**src/rtl/core/icmp_prm_pkg.sv**
```systemverilog
`timescale 1ns / 1ps
// Shared types and constants for the ICMP probe reply matcher.
// No dependencies; imported by icmp_probe_reply_matcher_unit.
package icmp_prm_pkg;

    localparam int unsigned MAX_DATAGRAM = 2048;
    localparam int unsigned CNT_W        = $clog2(MAX_DATAGRAM + 1);
    localparam int unsigned POS_W        = $clog2(MAX_DATAGRAM);

    localparam int unsigned S_TDATA_W = 48;
    localparam int unsigned M_TDATA_W = 40;
    localparam int unsigned PADDR_W   = 3;

    localparam logic [7:0] ICMP_ECHO_REPLY    = 8'd0;
    localparam logic [7:0] ICMP_ECHO_REQUEST  = 8'd8;
    localparam logic [7:0] ICMP_TIME_EXCEEDED = 8'd11;
    localparam logic [3:0] IP_VERSION_4       = 4'h4;

    localparam logic REG_PROBE_IDENT = 1'b0;
    localparam logic REG_DEST_ADDR   = 1'b1;

    localparam logic KIND_ECHO_REPLY    = 1'b0;
    localparam logic KIND_TIME_EXCEEDED = 1'b1;

    typedef enum logic [1:0] {
        ST_OURS      = 2'd0,
        ST_SHORT     = 2'd1,
        ST_NOT_PROBE = 2'd2,
        ST_FOREIGN   = 2'd3
    } t_status;

    // Fields captured for one choice of ICMP start offset
    typedef struct packed {
        logic [7:0]  msg_type;
        logic [5:0]  ihl;
        logic [7:0]  inner_type;
        logic [15:0] id_echo;
        logic [15:0] seq_echo;
        logic [15:0] id_inner;
        logic [15:0] seq_inner;
    } t_cand;

    // Per-datagram state frozen on the last byte
    typedef struct packed {
        logic [CNT_W-1:0] cnt;
        logic             v4;
        logic [5:0]       ohl;
        t_cand            cand0;
        t_cand            cand1;
        logic [7:0]       seq;
        logic [31:0]      from;
    } t_snap;

endpackage

```
**src/rtl/core/icmp_probe_reply_matcher_unit.sv**
```systemverilog
`timescale 1ns / 1ps
// ICMP probe reply matcher: byte-stream parser, id/seq match, APB config.
// Depends on icmp_prm_pkg.
//
// channel | dir | transaction          | fields (lsb first)
// s_axis  | in  | one datagram byte    | tdata: rx_byte, expected_seq, sender_addr; tlast
// m_axis  | out | one match result     | tdata: match_status, reached_dest, reply_from;
//         |     |                      | tuser: reply_kind
// apb     | in  | register write/read  | 0x0 probe_ident, 0x4 dest_addr
//
// One byte per cycle while not stalled. After its last byte is accepted, a result passes the input
// register and snapshot register and is presented from the result register; it can leave on the next edge.
// The stages advance together; they stall only while a result sits unread in the
// output register. Reset is synchronous and clears all control and live per-datagram state.
module icmp_probe_reply_matcher_unit (
    input  logic                              i_clk,
    input  logic                              i_rst_n,
    input  logic                              s_axis_tvalid,
    output logic                              s_axis_tready,
    input  logic [icmp_prm_pkg::S_TDATA_W-1:0] s_axis_tdata,  // rx_byte, expected_seq, sender_addr
    input  logic                              s_axis_tlast,
    output logic                              m_axis_tvalid,
    input  logic                              m_axis_tready,
    output logic [icmp_prm_pkg::M_TDATA_W-1:0] m_axis_tdata,  // match_status, reached_dest,
                                                              // reply_from, zero pad
    output logic                              m_axis_tuser,   // reply_kind
    input  logic                              psel,
    input  logic                              penable,
    input  logic                              pwrite,
    input  logic [icmp_prm_pkg::PADDR_W-1:0]   paddr,
    input  logic [31:0]                       pwdata,
    output logic [31:0]                       prdata,
    output logic                              pready
);
    import icmp_prm_pkg::*;

    function automatic t_cand f_capture(t_cand cur, logic [POS_W-1:0] rel, logic [7:0] b);
        t_cand            nx;
        logic [5:0]       ihl;
        logic [POS_W:0]   base;
        logic [POS_W:0]   k;
        nx = cur;
        if (rel == POS_W'(0)) begin
            nx.msg_type = b;
        end else if (rel == POS_W'(4) || rel == POS_W'(5)) begin
            nx.id_echo = {cur.id_echo[7:0], b};
        end else if (rel == POS_W'(6) || rel == POS_W'(7)) begin
            nx.seq_echo = {cur.seq_echo[7:0], b};
        end
        ihl = (rel == POS_W'(8)) ? {b[3:0], 2'b00} : cur.ihl;
        nx.ihl = ihl;
        base = (POS_W+1)'(8) + (POS_W+1)'(ihl);
        k    = {1'b0, rel} - base;
        if (rel >= POS_W'(8) && {1'b0, rel} >= base) begin
            if (k == (POS_W+1)'(0)) begin
                nx.inner_type = b;
            end else if (k == (POS_W+1)'(4) || k == (POS_W+1)'(5)) begin
                nx.id_inner = {cur.id_inner[7:0], b};
            end else if (k == (POS_W+1)'(6) || k == (POS_W+1)'(7)) begin
                nx.seq_inner = {cur.seq_inner[7:0], b};
            end
        end
        return nx;
    endfunction

    // configuration
    logic [15:0] r_probe_ident;
    logic [31:0] r_dest_addr;
    logic        cfg_wr;

    // input register
    logic        r_in_vld;
    logic        r_in_last;
    logic [7:0]  r_in_byte;
    logic [7:0]  r_in_seq;
    logic [31:0] r_in_from;

    // live per-datagram state
    logic [CNT_W-1:0] r_cnt,  n_cnt;
    logic             r_v4,   n_v4;
    logic [5:0]       r_ohl,  n_ohl;
    t_cand            r_cand0, n_cand0;
    t_cand            r_cand1, n_cand1;

    // snapshot of the finished datagram
    logic  r_fin_vld;
    t_snap r_fin;

    // result register
    logic        r_out_vld;
    t_status     r_out_status, n_out_status;
    logic        r_out_kind,   n_out_kind;
    logic        r_out_reached, n_out_reached;
    logic [31:0] r_out_from;

    logic             en;
    logic             proc;
    logic [POS_W-1:0] pos;
    logic [POS_W-1:0] rel1;
    logic             v4_eff;
    logic [5:0]       ohl_eff;

    assign en            = !r_out_vld || m_axis_tready;
    assign s_axis_tready = en;

    // ---------------- configuration port ----------------
    assign pready = 1'b1;
    assign cfg_wr = psel && penable && pwrite;
    assign prdata = (paddr[2] == REG_DEST_ADDR) ? r_dest_addr : {16'd0, r_probe_ident};

    always_ff @(posedge i_clk) begin
        if (!i_rst_n) begin
            r_probe_ident <= 16'd1;
            r_dest_addr   <= 32'd0;
        end else if (cfg_wr) begin
            if (paddr[2] == REG_PROBE_IDENT) begin
                r_probe_ident <= pwdata[15:0];
            end else begin
                r_dest_addr <= pwdata;
            end
        end
    end

    // ---------------- input register ----------------
    always_ff @(posedge i_clk) begin
        if (!i_rst_n) begin
            r_in_vld <= 1'b0;
        end else if (en) begin
            r_in_vld <= s_axis_tvalid;
        end
    end

    always_ff @(posedge i_clk) begin
        if (en) begin
            r_in_byte <= s_axis_tdata[7:0];
            r_in_seq  <= s_axis_tdata[15:8];
            r_in_from <= s_axis_tdata[47:16];
            r_in_last <= s_axis_tlast;
        end
    end

    // ---------------- parse stage ----------------
    // bytes past the size limit are dropped; the count saturates there
    assign proc    = r_in_vld && (r_cnt < CNT_W'(MAX_DATAGRAM));
    assign pos     = r_cnt[POS_W-1:0];
    assign v4_eff  = (pos == POS_W'(0)) ? (r_in_byte[7:4] == IP_VERSION_4) : r_v4;
    assign ohl_eff = (pos == POS_W'(0)) ? (v4_eff ? {r_in_byte[3:0], 2'b00} : 6'd0) : r_ohl;
    assign rel1    = pos - POS_W'(ohl_eff);

    always_comb begin
        n_cnt   = r_cnt;
        n_v4    = r_v4;
        n_ohl   = r_ohl;
        n_cand0 = r_cand0;
        n_cand1 = r_cand1;
        if (proc) begin
            n_cnt   = r_cnt + CNT_W'(1);
            n_v4    = v4_eff;
            n_ohl   = ohl_eff;
            n_cand0 = f_capture(r_cand0, pos, r_in_byte);
            if (v4_eff && pos >= POS_W'(ohl_eff)) begin
                n_cand1 = f_capture(r_cand1, rel1, r_in_byte);
            end
        end
    end

    always_ff @(posedge i_clk) begin
        if (!i_rst_n) begin
            r_cnt     <= '0;
            r_v4      <= 1'b0;
            r_ohl     <= '0;
            r_cand0   <= '0;
            r_cand1   <= '0;
            r_fin_vld <= 1'b0;
        end else if (en) begin
            r_fin_vld <= r_in_vld && r_in_last;
            if (r_in_vld && r_in_last) begin
                r_cnt   <= '0;
                r_v4    <= 1'b0;
                r_ohl   <= '0;
                r_cand0 <= '0;
                r_cand1 <= '0;
            end else begin
                r_cnt   <= n_cnt;
                r_v4    <= n_v4;
                r_ohl   <= n_ohl;
                r_cand0 <= n_cand0;
                r_cand1 <= n_cand1;
            end
        end
    end

    always_ff @(posedge i_clk) begin
        if (en && r_in_vld && r_in_last) begin
            r_fin.cnt   <= n_cnt;
            r_fin.v4    <= n_v4;
            r_fin.ohl   <= n_ohl;
            r_fin.cand0 <= n_cand0;
            r_fin.cand1 <= n_cand1;
            r_fin.seq   <= r_in_seq;
            r_fin.from  <= r_in_from;
        end
    end

    // ---------------- decision stage ----------------
    logic             use_ip;
    logic [CNT_W-1:0] msg_len;
    t_cand            sel;
    logic [15:0]      rid;
    logic [15:0]      rseq;
    logic             have;

    always_comb begin
        use_ip = r_fin.v4 && r_fin.cnt >= CNT_W'(20)
                 && r_fin.cnt >= CNT_W'(r_fin.ohl) + CNT_W'(8);
        msg_len       = r_fin.cnt - (use_ip ? CNT_W'(r_fin.ohl) : CNT_W'(0));
        sel           = use_ip ? r_fin.cand1 : r_fin.cand0;
        rid           = 16'd0;
        rseq          = 16'd0;
        have          = 1'b0;
        n_out_kind    = KIND_ECHO_REPLY;
        n_out_reached = 1'b0;
        n_out_status  = ST_NOT_PROBE;
        if (msg_len < CNT_W'(8)) begin
            n_out_status = ST_SHORT;
        end else begin
            if (sel.msg_type == ICMP_TIME_EXCEEDED) begin
                n_out_kind = KIND_TIME_EXCEEDED;
            end
            if (sel.msg_type == ICMP_ECHO_REPLY) begin
                rid  = sel.id_echo;
                rseq = sel.seq_echo;
                have = 1'b1;
            end else if (sel.msg_type == ICMP_TIME_EXCEEDED) begin
                // quoted header plus 8 bytes of the original echo request must fit
                if (msg_len < CNT_W'(36) || msg_len < CNT_W'(sel.ihl) + CNT_W'(16)) begin
                    n_out_status = ST_SHORT;
                end else if (sel.inner_type == ICMP_ECHO_REQUEST) begin
                    rid  = sel.id_inner;
                    rseq = sel.seq_inner;
                    have = 1'b1;
                end
            end
            if (have) begin
                if (rid == r_probe_ident && rseq == {8'd0, r_fin.seq}) begin
                    n_out_status  = ST_OURS;
                    n_out_reached = (sel.msg_type == ICMP_ECHO_REPLY)
                                    && (r_fin.from == r_dest_addr);
                end else begin
                    n_out_status = ST_FOREIGN;
                end
            end
        end
    end

    always_ff @(posedge i_clk) begin
        if (!i_rst_n) begin
            r_out_vld <= 1'b0;
        end else if (en) begin
            r_out_vld <= r_fin_vld;
        end
    end

    always_ff @(posedge i_clk) begin
        if (en && r_fin_vld) begin
            r_out_status  <= n_out_status;
            r_out_kind    <= n_out_kind;
            r_out_reached <= n_out_reached;
            r_out_from    <= r_fin.from;
        end
    end

    assign m_axis_tvalid = r_out_vld;
    assign m_axis_tuser  = r_out_kind;
    assign m_axis_tdata  = {5'd0, r_out_from, r_out_reached, r_out_status};

    // ---------------- assertions ----------------
    a_cnt_bound: assert property (@(posedge i_clk) disable iff (!i_rst_n)
        r_cnt <= CNT_W'(MAX_DATAGRAM))
        else $error("byte count beyond datagram limit");

    a_reached_ours: assert property (@(posedge i_clk) disable iff (!i_rst_n)
        r_out_vld && r_out_reached |-> r_out_status == ST_OURS && r_out_kind == KIND_ECHO_REPLY)
        else $error("destination flagged on a reply that is not our echo reply");

    a_clear_after_last: assert property (@(posedge i_clk) disable iff (!i_rst_n)
        en && r_in_vld && r_in_last |=> r_cnt == '0 && !r_v4)
        else $error("datagram state not cleared after last byte");

    a_result_follows: assert property (@(posedge i_clk) disable iff (!i_rst_n)
        en && r_fin_vld |=> r_out_vld)
        else $error("finished datagram produced no result");

endmodule
```
**config.mk**
```make
export PLATFORM = sky130hd
export DESIGN_NAME = icmp_probe_reply_matcher_unit
export DESIGN_NICKNAME = d
export VERILOG_FILES = /design/src/rtl/core/icmp_prm_pkg.sv /design/src/rtl/core/icmp_probe_reply_matcher_unit.sv
export SDC_FILE = /design/constraint.sdc
export NUM_CORES = 1
export LEC_CHECK = 0
export BUFFER_PORTS_ARGS = -buffer_cell sky130_fd_sc_hd__buf_2
export CORE_UTILIZATION = 35
export DETAILED_ROUTE_END_ITERATION = 12
export MAX_ROUTING_LAYER = met4
export PLACE_DENSITY = 0.55
export SYNTH_ARGS = -nofsm -noshare
export SYNTH_HDL_FRONTEND = slang
export SYNTH_SLANG_ARGS = --single-unit
```
**constraint.sdc**
```tcl
create_clock -name i_clk -period 13.5 [get_ports i_clk]
set_clock_uncertainty 0.15 [all_clocks]
set_input_delay 2.025 -clock i_clk [delete_from_list [all_inputs] [get_ports i_clk]]
set_output_delay 2.025 -clock i_clk [all_outputs]
set_load 0.05 [all_outputs]
```
==> metrics.txt <==
Synth top area share a little under two fifths; CP max stage delay between 600 and 700 ps; flops & latches, synth 558; cell repeated most along the worst path ha_1; I/O pin count roughly 170; Levels on crit path 30; critical path class flip-flop to flip-flop; drt total wl roughly 67 mm; slowest stage cell, crit path and3_1; CTS Buffer Depth 3; Syn Area/Cell 11.6 sq um; I/O Buffers between 150 and 200; Post-synth ARST share 0%; Core Area roughly 70,000 sq um; sequential power share a little under 50%; Cell Area, Synth roughly 25,000 sq um; Max Clk Rate 0.113 GHz; clock-pin slew on the worst setup and hold paths approximately 60 ps; share of layout cells above drive strength 1 between 20% and 30%; DP HPWL between 40 and 50 mm; first-pass GRT wire length roughly 100 mm; GRT Overall Usage 18.4%; most frequent cells in the layout 316 x edfxtp_1, 252 x nand2_1, 242 x dfxtp_1, 174 x nor2_1, 165 x mux2_2; power per cell area 131 nW/um^2; DIE AREA roughly 73,000 sq um; WHS 266 ps; Area Growth Syn to Fin 15.4%; Max FO, Critical Path 18; clk_lat worst skew approximately 640 ps; Top delay family on crit path simple AND/OR/NAND/NOR gates; Slew HR 19.7%; via count roughly 18,000; Worst Hold Path Cells 0; Final Max Tran Viols 0; Post-Synthesis Cells between 2,000 and 2,500; FF-to-FF Start r_cnt[1]$_SDFFE_PN0N_; crit path buf inv count 3; post_cts resized 0; antenna violations before repair 0; final setup TNS 0 ps; unrepaired setup endpoints after global routing false; RR Endpoint r_cand1[31]$_SDFFE_PN0N_; Combinational Power Share under 10%; vias in the first global route 17,128; DRT antenna net count 0; Sw Pwr around 0.0009 W; clk sinks ~560; fill count around 6,700; Max VDD drop 100 uV; most common cell after layout, fill and taps aside edfxtp_1; Die Span Y around 270 um; worst slew pin tran about 1200 ps; CP Data Required Time roughly 14,000 ps; Setup crit end r_cand1[31]$_SDFFE_PN0N_; root buf cell clkbuf_16; Setup crit end kind flip-flop; nets@finish roughly 2,400; CTS Hold Bufs 0; Leakage 10.7 nW; Worst Setup SP r_cnt[1]$_SDFFE_PN0N_; Worst Hold Class flip-flop to flip-flop; period utilization between 60% and 70%; register area share after synthesis 57.3%; largest net degree at the start of global routing between 100 and 150; Reg2Reg Depth 30; flop-to-flop setup slack 4680 ps; EDFF count, synth about 320; Synth area leader edfxtp_1; status finished clean; ys flop type edfxtp_1; wire per inst 20.3 um; Syn. warnings 0; P_int 0.00287 W; Initial Util approximately 36%; Hold Vio Cnt, Final 0; DRT Pass-1 Iters 6; vias per cell 5.37; die width ~270 um; Net Sw Frac between 20% and 30%; antenna fix cells 0; num rows 97; Max-cap violations 0; CTS tree built; Yosys cell types between 80 and 90; GP Congestion between 0.8 and 0.9; Crit path arrival time 9210 ps; nature of the critical path startpoint flip-flop; Tmin final 8820 ps; grt ovf 0; cts bufs inserted 61; ranking of synthesized cells by area edfxtp_1 38%, dfxtp_1 19%, mux2_2 7.4%; Final Setup Violations 0; DRT iter0 DRCs 1,158; post-CTS setup buffer count 0; clock network fraction of total power about 45%; DRC errors left 0; H-tree levels 2
registers in the layout (all words and copies together) (netlist names), 2 cells and up:
signal / count
r_cand0: 86
r_cand1: 86
r_cnt: 12
r_dest_addr: 32
r_fin: 231
r_in_byte: 8
r_in_from: 32
r_in_seq: 8
r_ohl: 6
r_out_from: 32
r_out_status: 2
r_probe_ident: 16
synthesized netlist by cell type, types with 45 or more instances:
master / number
clkbuf_1: 104
edfxtp_1: 316
xor2_1: 45
dfxtp_1: 242
a22oi_1: 119
nor2_1: 176
a21oi_1: 81
mux2_2: 165
nand2_1: 252
nand3_1: 60
power by group through the flow:
stage / Combinational (W) / Clock (W) / Sequential (W)
2_1_floorplan: 0.000158 / 0 / 0.00189
3_3_place_gp: 0.000238 / 0 / 0.00188
3_5_place_dp: 0.000243 / 0 / 0.00188
4_1_cts: 0.000244 / 0.00172 / 0.00185
5_1_grt: 0.000264 / 0.00179 / 0.00185
6_report: 0.000242 / 0.00169 / 0.00185
worst register-to-register path: cells and delay by family (launching register included):
| family | cells | cell delay, ps |
|---|---|---|
| AOI/OAI and AO/OA | 8 | 2170 |
| xor gates and xnor gates | 1 | 170 |
| adders and majority gates | 5 | 1580 |
| buffers and inverters | 3 | 540 |
| DFF | 1 | 610 |
| muxes | 2 | 500 |
| and+or+nand+nor | 11 | 3020 |
final cells by class:
class	instances	area, sq um	share of cell area, %
Sequential cell	558	14300	49.7
Inverter	45	175	0.607
Timing Repair Buffer	192	1060	3.67
Multi-Input combinational cell	1428	10100	34.9
Tap cell	940	1180	4.08
Clock buffer	74	1610	5.57
Clock inverter	41	435	1.51
worst min-delay path by stage:
stage               slack [ps]                   to                     from
detailed placement         250   r_fin[5]$_DFFE_PP_   r_in_from[5]$_DFFE_PN_
finish                     270  r_fin[18]$_DFFE_PP_  r_in_from[18]$_DFFE_PN_
global route               270  r_fin[28]$_DFFE_PP_  r_in_from[28]$_DFFE_PN_
global placement           250  r_fin[24]$_DFFE_PP_  r_in_from[24]$_DFFE_PN_
floorplan                  250   r_fin[0]$_DFFE_PP_   r_in_from[0]$_DFFE_PN_
CTS                        270  r_fin[18]$_DFFE_PP_  r_in_from[18]$_DFFE_PN_
routing by layer:
| layer | part of all wire (%) | GRT usage [%] |
|---|---|---|
| met2 | 48 | 30.3 |
| met4 | 2.1 | 4.37 |
| met3 | 4.4 | 2.46 |
| met1 | 46 | 23.9 |
| met5 | 0 | - |
cell families (layout without fill, tap and decap cells):
group / after synthesis / count (layout) / synth area share, %
adder cells (fa/ha/maj): 48 / 48 / 2.52
flip-flops: 558 / 558 / 57.3
AND/OR/NAND/NOR: 688 / 688 / 13.1
multiplexers: 203 / 203 / 9.75
AO/OA/AOI/OAI: 414 / 414 / 11.9
other: 2 / 6 / 0.0300
XOR/XNOR: 69 / 69 / 2.47
buffers and inverters: 180 / 352 / 2.94
through the flow:
step	instance area [sq um]	power [W]	util [%]	std cells	setup WS [ps]
after floorplan	25000	0.00205	-	2166	242
after global placement	26800	0.00212	38.1	3163	4890
after detailed placement	26800	0.00213	38.1	3163	4750
after CTS	28900	0.00382	41.0	3278	4700
after global routing	28900	0.00391	41.0	3278	4060
final	28900	0.00378	41.0	3278	4680
(Power assumes the default switching activity.)
